**config.mk**
```make
export PLATFORM = sky130hd
export DESIGN_NAME = http_request_head_parser_top
export DESIGN_NICKNAME = d
export VERILOG_FILES = /design/src/rtl/hrp_pkg.sv /design/src/rtl/hrp_step.sv /design/src/rtl/http_request_head_parser_top.sv
export SDC_FILE = /design/constraint.sdc
export NUM_CORES = 1
export LEC_CHECK = 0
export CAP_MARGIN = 20
export CORE_MARGIN = 8
export CORE_UTILIZATION = 30
export DETAILED_ROUTE_END_ITERATION = 10
export DONT_BUFFER_PORTS = 1
export GPL_TIMING_DRIVEN = 0
export PLACE_DENSITY = 0.45
export RECOVER_POWER = 50
export SKIP_LAST_GASP = 1
export SYNTH_ARGS = -nofsm -noshare
export SYNTH_HDL_FRONTEND = slang
export SYNTH_HIERARCHICAL = 1
export SYNTH_SLANG_ARGS = --single-unit
export TNS_END_PERCENT = 50
```
**constraint.sdc**
```tcl
create_clock -name i_clk -period 3.6 [get_ports i_clk]
set_clock_uncertainty 0.15 [all_clocks]
set_input_delay 0.36 -clock i_clk [delete_from_list [all_inputs] [get_ports i_clk]]
set_output_delay 0.36 -clock i_clk [all_outputs]
set_load 0.005 [all_outputs]
```
**src/rtl/hrp_pkg.sv**
```systemverilog
// Shared types, codes and character-class functions for the HTTP request head parser.
package hrp_pkg;

    // Grammar position, one-hot.
    typedef enum logic [17:0] {
        PH_METHOD_START = 18'h00001,
        PH_METHOD       = 18'h00002,
        PH_URI          = 18'h00004,
        PH_V_H          = 18'h00008,
        PH_V_T1         = 18'h00010,
        PH_V_T2         = 18'h00020,
        PH_V_P          = 18'h00040,
        PH_V_SLASH      = 18'h00080,
        PH_MAJOR_START  = 18'h00100,
        PH_MAJOR        = 18'h00200,
        PH_MINOR_START  = 18'h00400,
        PH_MINOR        = 18'h00800,
        PH_NL_1         = 18'h01000,
        PH_LINE_START   = 18'h02000,
        PH_NAME         = 18'h04000,
        PH_VALUE        = 18'h08000,
        PH_NL_2         = 18'h10000,
        PH_NL_3         = 18'h20000
    } t_phase;

    localparam logic [2:0] K_NONE    = 3'd0;
    localparam logic [2:0] K_METHOD  = 3'd1;
    localparam logic [2:0] K_URI     = 3'd2;
    localparam logic [2:0] K_VERSION = 3'd3;
    localparam logic [2:0] K_NAME    = 3'd4;
    localparam logic [2:0] K_VALUE   = 3'd5;

    localparam logic [1:0] ST_MORE = 2'd0;
    localparam logic [1:0] ST_DONE = 2'd1;
    localparam logic [1:0] ST_ERR  = 2'd2;

    localparam logic [7:0] CH_CR    = 8'h0D;
    localparam logic [7:0] CH_LF    = 8'h0A;
    localparam logic [7:0] CH_COLON = 8'h3A;
    localparam logic [7:0] CH_H     = 8'h48;
    localparam logic [7:0] CH_T     = 8'h54;
    localparam logic [7:0] CH_P     = 8'h50;
    localparam logic [7:0] CH_SLASH = 8'h2F;
    localparam logic [7:0] CH_DOT   = 8'h2E;
    localparam logic [7:0] CH_TAB   = 8'h09;
    localparam logic [7:0] CH_SPACE = 8'h20;

    typedef struct packed {
        logic [7:0] data_byte;
        logic       start_new;
    } t_in_req;

    typedef struct packed {
        logic [2:0] field_kind;
        logic [7:0] out_byte;
        logic       insert_space;
        logic       header_done;
        logic [1:0] status;
    } t_out_rsp;

    typedef struct packed {
        t_phase     phase;
        logic       name_seen;
        logic       value_seen;
        logic       space_pending;
        logic [1:0] final_status;
    } t_state;

    localparam t_state STATE_RESET = '{
        phase:         PH_METHOD_START,
        name_seen:     1'b0,
        value_seen:    1'b0,
        space_pending: 1'b0,
        final_status:  ST_MORE
    };

    function automatic logic is_ctl(input logic [7:0] c);
        return (c <= 8'd31) || (c == 8'd127);
    endfunction

    function automatic logic is_sep(input logic [7:0] c);
        logic r;
        case (c)
            8'h28, 8'h29, 8'h3C, 8'h3E, 8'h40, 8'h2C, 8'h3B, 8'h3A, 8'h5C,
            8'h22, 8'h2F, 8'h5B, 8'h5D, 8'h3F, 8'h3D, 8'h7B, 8'h7D, 8'h20,
            8'h09: r = 1'b1;
            default: r = 1'b0;
        endcase
        return r;
    endfunction

    function automatic logic is_token(input logic [7:0] c);
        return !c[7] && !is_ctl(c) && !is_sep(c);
    endfunction

    function automatic logic is_numeral(input logic [7:0] c);
        return (c >= 8'h30) && (c <= 8'h39);
    endfunction

endpackage

```
**src/rtl/hrp_step.sv**
```systemverilog
// One-byte grammar step: next parser state and the result for one request.
module hrp_step (
    input  hrp_pkg::t_state   i_state,
    input  hrp_pkg::t_in_req  i_req,
    output hrp_pkg::t_state   o_state,
    output hrp_pkg::t_out_rsp o_rsp
);
    import hrp_pkg::*;

    t_state     cur;
    t_state     nxt;
    logic [7:0] c;
    logic [2:0] kind;
    logic       ins;
    logic       hdone;
    logic [1:0] st;
    logic       is_ws;

    assign c     = i_req.data_byte;
    assign is_ws = (c == CH_SPACE) || (c == CH_TAB);

    always_comb begin
        cur   = i_req.start_new ? STATE_RESET : i_state;
        nxt   = cur;
        kind  = K_NONE;
        ins   = 1'b0;
        hdone = 1'b0;
        st    = ST_MORE;
        if (cur.final_status != ST_MORE) begin
            st = cur.final_status;
        end else begin
            case (cur.phase)
                PH_METHOD_START: begin
                    if (is_token(c)) begin
                        kind      = K_METHOD;
                        nxt.phase = PH_METHOD;
                    end else st = ST_ERR;
                end
                PH_METHOD: begin
                    if (c == CH_SPACE) nxt.phase = PH_URI;
                    else if (is_token(c)) kind = K_METHOD;
                    else st = ST_ERR;
                end
                PH_URI: begin
                    if (c == CH_SPACE) nxt.phase = PH_V_H;
                    else if (is_ctl(c)) st = ST_ERR;
                    else kind = K_URI;
                end
                PH_V_H: begin
                    if (c == CH_H) begin
                        kind = K_VERSION; nxt.phase = PH_V_T1;
                    end else st = ST_ERR;
                end
                PH_V_T1: begin
                    if (c == CH_T) begin
                        kind = K_VERSION; nxt.phase = PH_V_T2;
                    end else st = ST_ERR;
                end
                PH_V_T2: begin
                    if (c == CH_T) begin
                        kind = K_VERSION; nxt.phase = PH_V_P;
                    end else st = ST_ERR;
                end
                PH_V_P: begin
                    if (c == CH_P) begin
                        kind = K_VERSION; nxt.phase = PH_V_SLASH;
                    end else st = ST_ERR;
                end
                PH_V_SLASH: begin
                    if (c == CH_SLASH) begin
                        kind = K_VERSION; nxt.phase = PH_MAJOR_START;
                    end else st = ST_ERR;
                end
                PH_MAJOR_START: begin
                    if (is_numeral(c)) begin
                        kind = K_VERSION; nxt.phase = PH_MAJOR;
                    end else st = ST_ERR;
                end
                PH_MAJOR: begin
                    if (c == CH_DOT) begin
                        kind = K_VERSION; nxt.phase = PH_MINOR_START;
                    end else if (is_numeral(c)) kind = K_VERSION;
                    else st = ST_ERR;
                end
                PH_MINOR_START: begin
                    if (is_numeral(c)) begin
                        kind = K_VERSION; nxt.phase = PH_MINOR;
                    end else st = ST_ERR;
                end
                PH_MINOR: begin
                    if (c == CH_CR) nxt.phase = PH_NL_1;
                    else if (is_numeral(c)) kind = K_VERSION;
                    else st = ST_ERR;
                end
                PH_NL_1, PH_NL_2: begin
                    if (c == CH_LF) nxt.phase = PH_LINE_START;
                    else st = ST_ERR;
                end
                PH_LINE_START: begin
                    if (is_ws) begin
                        // folded continuation
                        if (!cur.name_seen) st = ST_ERR;
                        else begin
                            nxt.phase         = PH_VALUE;
                            nxt.space_pending = cur.value_seen;
                        end
                    end else begin
                        if (cur.name_seen) begin
                            hdone             = 1'b1;
                            nxt.name_seen     = 1'b0;
                            nxt.value_seen    = 1'b0;
                            nxt.space_pending = 1'b0;
                        end
                        if (c == CH_CR) nxt.phase = PH_NL_3;
                        else if (is_token(c)) begin
                            kind          = K_NAME;
                            nxt.name_seen = 1'b1;
                            nxt.phase     = PH_NAME;
                        end else st = ST_ERR;
                    end
                end
                PH_NAME: begin
                    if (c == CH_COLON) nxt.phase = PH_VALUE;
                    else if (is_token(c)) kind = K_NAME;
                    else st = ST_ERR;
                end
                PH_VALUE: begin
                    if (c == CH_CR) nxt.phase = PH_NL_2;
                    else if (is_ws) nxt.space_pending = cur.value_seen;
                    else if (is_ctl(c)) st = ST_ERR;
                    else begin
                        kind              = K_VALUE;
                        ins               = cur.space_pending;
                        nxt.space_pending = 1'b0;
                        nxt.value_seen    = 1'b1;
                    end
                end
                PH_NL_3: begin
                    st = (c == CH_LF) ? ST_DONE : ST_ERR;
                end
                default: st = ST_ERR;
            endcase
            nxt.final_status = st;
        end
    end

    assign o_state             = nxt;
    assign o_rsp.field_kind    = kind;
    assign o_rsp.out_byte      = (kind != K_NONE) ? c : 8'h00;
    assign o_rsp.insert_space  = ins;
    assign o_rsp.header_done   = hdone;
    assign o_rsp.status        = st;

endmodule

```
**src/rtl/http_request_head_parser_top.sv**
```systemverilog
// Top level of the HTTP request head parser: input register, grammar step, result register.
//
// Streams an HTTP request head one byte per request and returns one result per byte:
// the field tag of the byte (method, URI, version, header name, header value, or none for
// delimiters), the byte itself, an insert-space flag for collapsed whitespace in header
// values, a header-done flag when a name/value pair has ended, and the running status
// (need more, complete, error). Complete and error are held, and further bytes ignored,
// until a request arrives with start_new set, which clears the parser before that byte.
// Throughput is one byte per clock while the result side is not stalled; a byte is captured in
// the input register, and its result passes through the combinational grammar step into the
// result register. The parser state advances only when a byte moves from the input register
// into the result register, so stalls on the result side simply hold everything in place.
module http_request_head_parser_top (
    input  logic              i_clk,
    input  logic              i_rst_n,
    // byte requests in
    input  logic              i_req_valid,
    output logic              o_req_ready,
    input  hrp_pkg::t_in_req  i_req,
    // results out
    output logic              o_rsp_valid,
    input  logic              i_rsp_ready,
    output hrp_pkg::t_out_rsp o_rsp
);
    import hrp_pkg::*;

    // input register
    logic     r_in_valid;
    t_in_req  r_in;
    // parser state
    t_state   r_state;
    t_state   n_state;
    // result register
    logic     r_out_valid;
    t_out_rsp r_out;
    t_out_rsp n_out;

    logic advance;   // input register moves into result register
    logic take_in;   // new request captured

    // Result register can be loaded when empty or being drained this cycle.
    assign advance     = r_in_valid && (!r_out_valid || i_rsp_ready);
    // Input register frees up when empty or when it advances.
    assign o_req_ready = !r_in_valid || advance;
    assign take_in     = i_req_valid && o_req_ready;

    hrp_step u_step (
        .i_state (r_state),
        .i_req   (r_in),
        .o_state (n_state),
        .o_rsp   (n_out)
    );

    always_ff @(posedge i_clk) begin
        if (!i_rst_n) begin
            r_in_valid  <= 1'b0;
            r_out_valid <= 1'b0;
            r_state     <= STATE_RESET;
        end else begin
            if (take_in) r_in_valid <= 1'b1;
            else if (advance) r_in_valid <= 1'b0;
            if (advance) begin
                r_out_valid <= 1'b1;
                r_state     <= n_state;
            end else if (i_rsp_ready) begin
                r_out_valid <= 1'b0;
            end
        end
    end

    // payload registers, no reset
    always_ff @(posedge i_clk) begin
        if (take_in) r_in  <= i_req;
        if (advance) r_out <= n_out;
    end

    assign o_rsp_valid = r_out_valid;
    assign o_rsp       = r_out;

endmodule
```
* After elaboration in Yosys (flattened, before gate mapping)
Index checks and enable logic that the tools add are counted.
Widths: inputs -> output; s select.
** Cells by class
- Magnitude comparators :: 3
- Eq/ne operators :: 44
- Muxes and demuxes :: 97
- Bitwise operators :: 2
- Reduce and logical (&&, ||, !) cells :: 30
** Operators by type and width (count)
- $mux 18 :: 18
- $pmux 18 s16 :: 1
- $eq 8x6->1 const B :: 13
- $eq 8x7->1 const B :: 10
- $mux 2 :: 34
- $mux 23 :: 2
- $pmux 3 s13 :: 1
- $mux 3 :: 12
- $pmux 2 s15 :: 1
- $mux 1 :: 26
- $eq 8x4->1 const B :: 3
- $mux 19 :: 1
- $reduce_or 19->1 :: 1
- $eq 18x1->1 const B :: 1
- $eq 18x10->1 const B :: 1
- $eq 18x11->1 const B :: 1
- $eq 18x12->1 const B :: 1
- $eq 18x13->1 const B :: 1
- $eq 18x14->1 const B :: 1
- $eq 18x15->1 const B :: 1
- $eq 18x16->1 const B :: 1
- $eq 18x17->1 const B :: 1
- $eq 18x18->1 const B :: 1
- $eq 18x2->1 const B :: 1
- other kinds (20) :: 42
** Word-level totals
- Register bits after elaboration :: 49
- Bits of input ports :: 13
- Output and inout bits :: 17
- Logic and storage cells :: 190

* Logic depth before layout (Yosys ltp)
Gate-level depths: netlist of the first run.
- Word-level depth :: 15
- Mapped depth :: 12
- Gate-level depth less buffers :: 10

* Cells and area by module
The synthesis of the first run kept the hierarchy.
** Modules (own cells, without submodules)
- hrp_step :: times used 1, cells an instance 343, area each 2083.2 µm², seq. area each 0.0 µm²
- http_request_head_parser_top :: times used 1, cells an instance 133, area each 1754.2 µm², seq. area each 1221.2 µm²

* Worst setup path before layout of the first run
Ideal clock, no wire load.
- Kind :: flip-flop to flip-flop
- From :: register r_in[0] (netlist bit)
- To :: register r_state[10] (netlist bit)
- Setup time :: 0.120 ns
- Arrival time :: 2.815 ns
- Data required time :: 3.330 ns
- Path slack :: 0.515 ns
- Stages on the path, launching flop included :: 11
- Buffers on the path :: 1
- Period minus slack after synthesis :: 3.085 ns
- Path through :: edfxtp_1 or4_1 buf_2 or4_4 nor4b_4 a31oi_4 nand3_2 or3b_1 a32o_1 nand2_1 mux2i_1
** RTL lines
- from (decl) :: line http_request_head_parser_top.sv:29 : t_in_req r_in;
- from (signal assigned) :: line http_request_head_parser_top.sv:73 : if (take_in) r_in <= i_req;
- to (signal assigned) :: line http_request_head_parser_top.sv:64 : r_state <= n_state;
- to (decl) :: line http_request_head_parser_top.sv:31 : t_state r_state;

==> impl_metrics.yaml, run 1 <==
synthesis:
  synth_seq_cells: 49
  async_flop_share_pct: 0
  synth.distinct_cells: 71
  yosys-top-cells-count: "nand2_1 (85), nor2_1 (40), dfxtp_1 (25), o21ai_0 (25), edfxtp_1 (24)"
  synthCells: 476
  synth_edf_count: 24
  ys.warnings.count: 6
  synthMostInstantiatedCell: "nand2_1"
  syn-num-nets: 489
  ys_seq_area_share_pct: 31.8
  synth_flop_cell: "dfxtp_1"
  avgSynthCellArea_sq_um: 8.06
  synth_area_sq_um: 3840
  synth_top_area_cell: "edfxtp_1"
  synthTopCellsByArea: "edfxtp_1 (19%), dfxtp_1 (13%), nand2_1 (8.3%)"
  yosysTopAreaCellShare_pct: 18.8
floorplanning:
  pin_count: 30
  die_x_um: 129
  coreArea_sq_um: 12600
  start_util_pct: 30.5
  die-height_um: 129
  dieArea_sq_um: 16700
  placement_rows: 41
timing:
  final.setup.worst_slack_ns: 0.143
  period_needed_ns: 3.46
  finalSetupTns_ns: 0
  min_period_over_period_pct: 96.0
  hold_viol: 0
  fmax_mhz: 289
  tightest_slew_ns: 0.797
  slew_violations: 0
  maxSlewHeadroom_pct: 46.1
  fin_hold_ws_ns: 0.0512
  setup_viol: 0
grt:
  gr-usage-all-layers_pct: 15.9
  grt_pass1_vias: 3622
  antenna_found_initial: 0
  grt_overflow: 0
  grt_max_degree: 25
  grt_first_pass_wirelength_um: 20600
cts:
  clk_pin_slew_ns: 0.07
  h-tree-depth: 2
  cts_buffers: 5
  cts_tree: "yes"
  clockBufferDepth: 2
  root_buffer: "clkbuf_16"
  clkSinkCount: 49
  clk-insertion-delay-late_ns: 0.30
power:
  power.total_w: 0.00130
  vdd_drop_max_uv: 145
  p_per_area_nw_per_um2: 295
  power.leakage_nw: 1.50
critical_path:
  cp-end-kind: "flop"
  r2r_cells: 10
  cp.arrival_ns: 3.50
  critPathKind: "reg2reg"
  required_ns: 3.64
  critPathMaxFanout: 8
  cp-start-kind: "flop"
routing:
  vias: 3802
  initialDrtViolationCount: 253
  wl_per_cell_um: 19.5
  drc: 0
  vias_per_cell: 5.67
  antenna_left: 0
  wirelength_um: 13100
  drt-pass1-iter-count: 7
layout:
  fin_nets: 511
  syn_to_final_growth_pct: 15.1
  diodes: 0
  final_util_pct: 35.1
  drive_gt1_share_pct: 13.8
job:
  maxCapViolations: 0
placement:
  routabilityCongestion: 0.943
  dpl_worst_slack_ns: -0.289
  hpwlAfterDp_um: 9890
  portBuffers: 0
worst_hold_path:
  hold_path_class: "in2reg"
  min_path_cells: 2
run_status:
  status: "finished, final reports clean"
==> sequential cells by signal, summed over array words and instances, names as in the netlist <==
name         flops
r_in_valid       1
o_rsp_valid      1
r_in             9
r_state         23
o_rsp           15
==> per-layer routing <==
| metal | vias up | track usage [%] | wire length [um] |
|---|---|---|---|
| li1 | 1816 | - | - |
| met5 | - | 0 | 0 |
| met3 | 24 | 3.04 | 717 |
| met2 | 128 | 25.2 | 5830 |
| met4 | 0 | 5.39 | 271 |
| met1 | 1834 | 21.2 | 6300 |
==> final timing paths <==
path | start | end | slack, ns
worst max-delay path | r_in[0] | r_state[10] | 0.14
worst min-delay path | i_req_valid | r_in_valid | 0.05
worst max register to register | r_in[0] | r_state[10] | 0.14
worst min register to register | r_state[13] | r_state[13] | 0.30
==> final cells by class <==
type	count	area [sq um]
fillers	1356	8150
clock inverters	2	13.8
clock buffers	6	129
multi-input cells	385	2480
flip-flops and latches	49	1220
plain buffers	33	189
well taps	172	215
repair buffers	15	135
inverters	9	33.8
==> per-stage QoR <==
step	instance area (sq um)	cells
after floorplan	3840	476
after global placement	4050	648
after detailed placement	4050	648
after CTS	4330	667
after global routing	4420	671
final	4420	671
==> cells in the final DEF, fill, tap and decap left out, types with 10 or more instances in the layout <==
| master | count |
|---|---|
| mux2i_1 | 22 |
| edfxtp_1 | 24 |
| nand2b_1 | 10 |
| clkbuf_1 | 16 |
| buf_2 | 10 |
| a21oi_1 | 18 |
| nor3_1 | 14 |
| buf_4 | 10 |
| o21ai_0 | 25 |
| nor2_1 | 41 |
| dfxtp_1 | 25 |
| nor2b_1 | 10 |
| nand3_1 | 11 |
| and2_1 | 10 |
| nand2_1 | 85 |
==> logic make-up after synthesis <==
kind of cell    synth area share (%)
xor+xnor                        1.14
buf+inv                         5.67
simple gates                    38.8
compound gates                  16.9
mux                             5.74
flops                           31.8
==> where the power goes <==
part / switching [W] / internal [W]
clock network: 0.000225 / 0.000260
logic: 0.000127 / 0.0000737
registers: 0.0000136 / 0.000605
total: 0.000365 / 0.000939
==> what timing repair did <==
item | in CTS | in global routing
endpoints found under the setup margin | 24 | 23
hold buffers | 9 | 0
gates resized for setup | 6 | 17
setup buffers | 2 | 4
endpoints found under the hold margin | 9 | 0
pin swaps | 2 | 3
==> worst max-delay path: stages (launching register included) <==
cell and delay (ns):
edfxtp_1 0.46, or4_1 0.51, buf_2 0.17, or4_4 0.57
nor4b_4 0.17, a31oi_4 0.34, nand3_2 0.15, or3b_1 0.42
a32o_1 0.27, nand2_1 0.05, mux2i_1 0.06
Power figures use the tool's default switching activity.
==> run 2, diff against run 1 <==
==> constraint.sdc (replaced) <==
create_clock -name i_clk -period 3.6 [get_ports i_clk]
set_clock_uncertainty 0.15 [all_clocks]
set_input_delay 0.72 -clock i_clk [delete_from_list [all_inputs] [get_ports i_clk]]
set_output_delay 0.72 -clock i_clk [all_outputs]
set_load 0.005 [all_outputs]
==> run 2 against run 1 <==
Utilization decreased by 0.74 points. Die area unchanged. Power decreased by 0.46%.
==> impl_metrics.yaml, run 2 (synthesized netlist as in run 1, its figures left out) <==
layout:
  final_common_cell: "nand2_1"
  multi_input_area_sq_um: 2480
  top_register: "r_state"
  fin_nets: 502
  largest_reg_flops: 23
  syn_to_final_growth_pct: 12.7
  final_cells: 662
  fill_cells: 1363
  final_util_pct: 34.4
  diodes: 0
  ff_latch_area_sq_um: 1220
  layout_common_cells: "nand2_1 (85), nor2_1 (41), o21ai_0 (25), dfxtp_1 (25), edfxtp_1 (24)"
  drive_gt1_share_pct: 13.5
power:
  p_int_w: 0.000932
  p_per_area_nw_per_um2: 300
  p_sw_w: 0.000366
  p_comb_share_pct: 14.9
  vdd_drop_max_uv: 144
  swShare_pct: 28.2
  power.leakage_nw: 1.46
  seqPwrFrac_pct: 47.7
  p_clk_share_pct: 37.5
floorplanning:
  coreArea_sq_um: 12600
  pin_count: 30
  die-height_um: 129
  die_x_um: 129
  start_util_pct: 30.5
  placement_rows: 41
  dieArea_sq_um: 16700
worst_hold_path:
  hold_path_class: "reg2reg"
  min_from: "r_state[13]"
critical_path:
  cp_top_family: "simple AND/OR/NAND/NOR gates"
  crit_path_frequent_cell: "nand3_2"
  cp-end-kind: "flop"
  critPathKind: "reg2reg"
  endpoint: "r_state[10]"
  cp_num_buf_inv: 2
  cp-start-kind: "flop"
  critPathLaunch: "r_state[14]"
  regToRegEndpoint: "r_state[10]"
  crit_slowest_cell: "or4_4"
  crit_path_cell_trace: "clkbuf_1 -> nor4_4 -> buf_4 -> nand3_2 -> or4_4 -> nor4b_4 -> a31oi_4 -> nand3_2 -> or3b_1 -> a32o_1 -> nand2_1 -> mux2i_1"
  worst-path-stages: 12
  cp.arrival_ns: 3.50
  ff2ff_setup_slack_ns: 0.13
  required_ns: 3.64
  reg2reg_from: "r_state[14]"
  critPathMaxFanout: 8
  slowest_delay_ns: 0.56
  r2r_cells: 12
cts:
  clockBufferDepth: 2
  cts_tree: "yes"
  clk-insertion-delay-late_ns: 0.30
  clkSinkCount: 49
  root_buffer: "clkbuf_16"
  clk_pin_slew_ns: 0.07
  cts_buffers: 5
  h-tree-depth: 2
timing:
  maxSlewHeadroom_pct: 49.8
  min_period_over_period_pct: 96.3
  setup_viol: 0
  fmax_mhz: 289
  tightest_slew_ns: 0.746
  period_needed_ns: 3.47
  hold_viol: 0
  slew_violations: 0
placement:
  routabilityCongestion: 0.943
  portBuffers: 0
  hpwlAfterDp_um: 9890
  placed_cells: 648
routing:
  wl_per_cell_um: 19.7
  vias: 3791
  wirelength_um: 13000
  drc: 0
  drt-pass1-iter-count: 7
  vias_per_cell: 5.73
  initialDrtViolationCount: 294
  antenna_left: 0
grt:
  grt_overflow: 0
  antenna_found_initial: 0
  grt_max_degree: 25
  grt_pass1_vias: 3581
  grt_first_pass_wirelength_um: 20500
  gr-usage-all-layers_pct: 15.8
run_status:
  status: "finished, final reports clean"
job:
  maxCapViolations: 0
==> run 2: worst min path at each step <==
stage                        endpoint  slack (ns)  cells after the start
final                     r_state[13]        0.30                      2
after CTS                 r_state[15]        0.31                      2
after global placement    r_state[15]        0.29                      2
after floorplan            r_state[3]        0.28                      2
after detailed placement  r_state[15]        0.30                      2
after global routing      r_state[16]        0.32                      2
==> run 2: power by group through the flow <==
stage,registers (W),clock network (W),logic (W)
after floorplan,0.000627,0,0.000133
after global placement,0.000632,0,0.000185
after detailed placement,0.000632,0,0.000183
after CTS,0.000620,0.000502,0.000186
after global routing,0.000621,0.000519,0.000210
final,0.000619,0.000486,0.000193
==> run 2: cell type report <==
type,count,area share (%)
clock buffer,6,2.98
tap,172,4.98
multi-input combinational,385,57.3
inverter,9,0.781
sequential,49,28.2
clock inverter,2,0.318
buffer,33,4.31
timing repair buffer,6,1.04
==> run 2: tightest hold or removal path, delay by kind of cell, from the launching register on <==
family	cells	cell delay, ns
simple gates	1	0.05
mux	1	0.05
flops	1	0.31
==> run 2: per-stage QoR <==
step	hold WS [ns]	worst slack, ns	TNS, ns	total power (W)	instance area (sq um)
finish	0.303	0.134	0	0.00130	4320
detailed placement	0.300	-0.289	-2.95	0.000816	4050
floorplan	0.280	0.515	0	0.000759	3840
CTS	0.310	-0.0648	-0.498	0.00131	4240
global placement	0.290	-0.296	-3.68	0.000817	4050
global route	0.319	-0.0181	-0.0181	0.00135	4320
==> run 2: metal layers <==
| layer | up-vias | wire (um) | GRT usage [%] |
|---|---|---|---|
| met5 | - | 0 | 0 |
| li1 | 1800 | - | - |
| met2 | 132 | 5910 | 25.0 |
| met3 | 20 | 733 | 3.08 |
| met1 | 1839 | 6180 | 21.1 |
| met4 | 0 | 221 | 5.39 |
==> run 2: timing repair <==
item                                    CTS  global route
hold buffers                              0             0
buffers inserted                          2             4
gates cloned                              0             0
pin swaps                                 2             3
endpoints found under the setup margin   24            23
gates resized for setup                   6            17
endpoints found under the hold margin     0             0
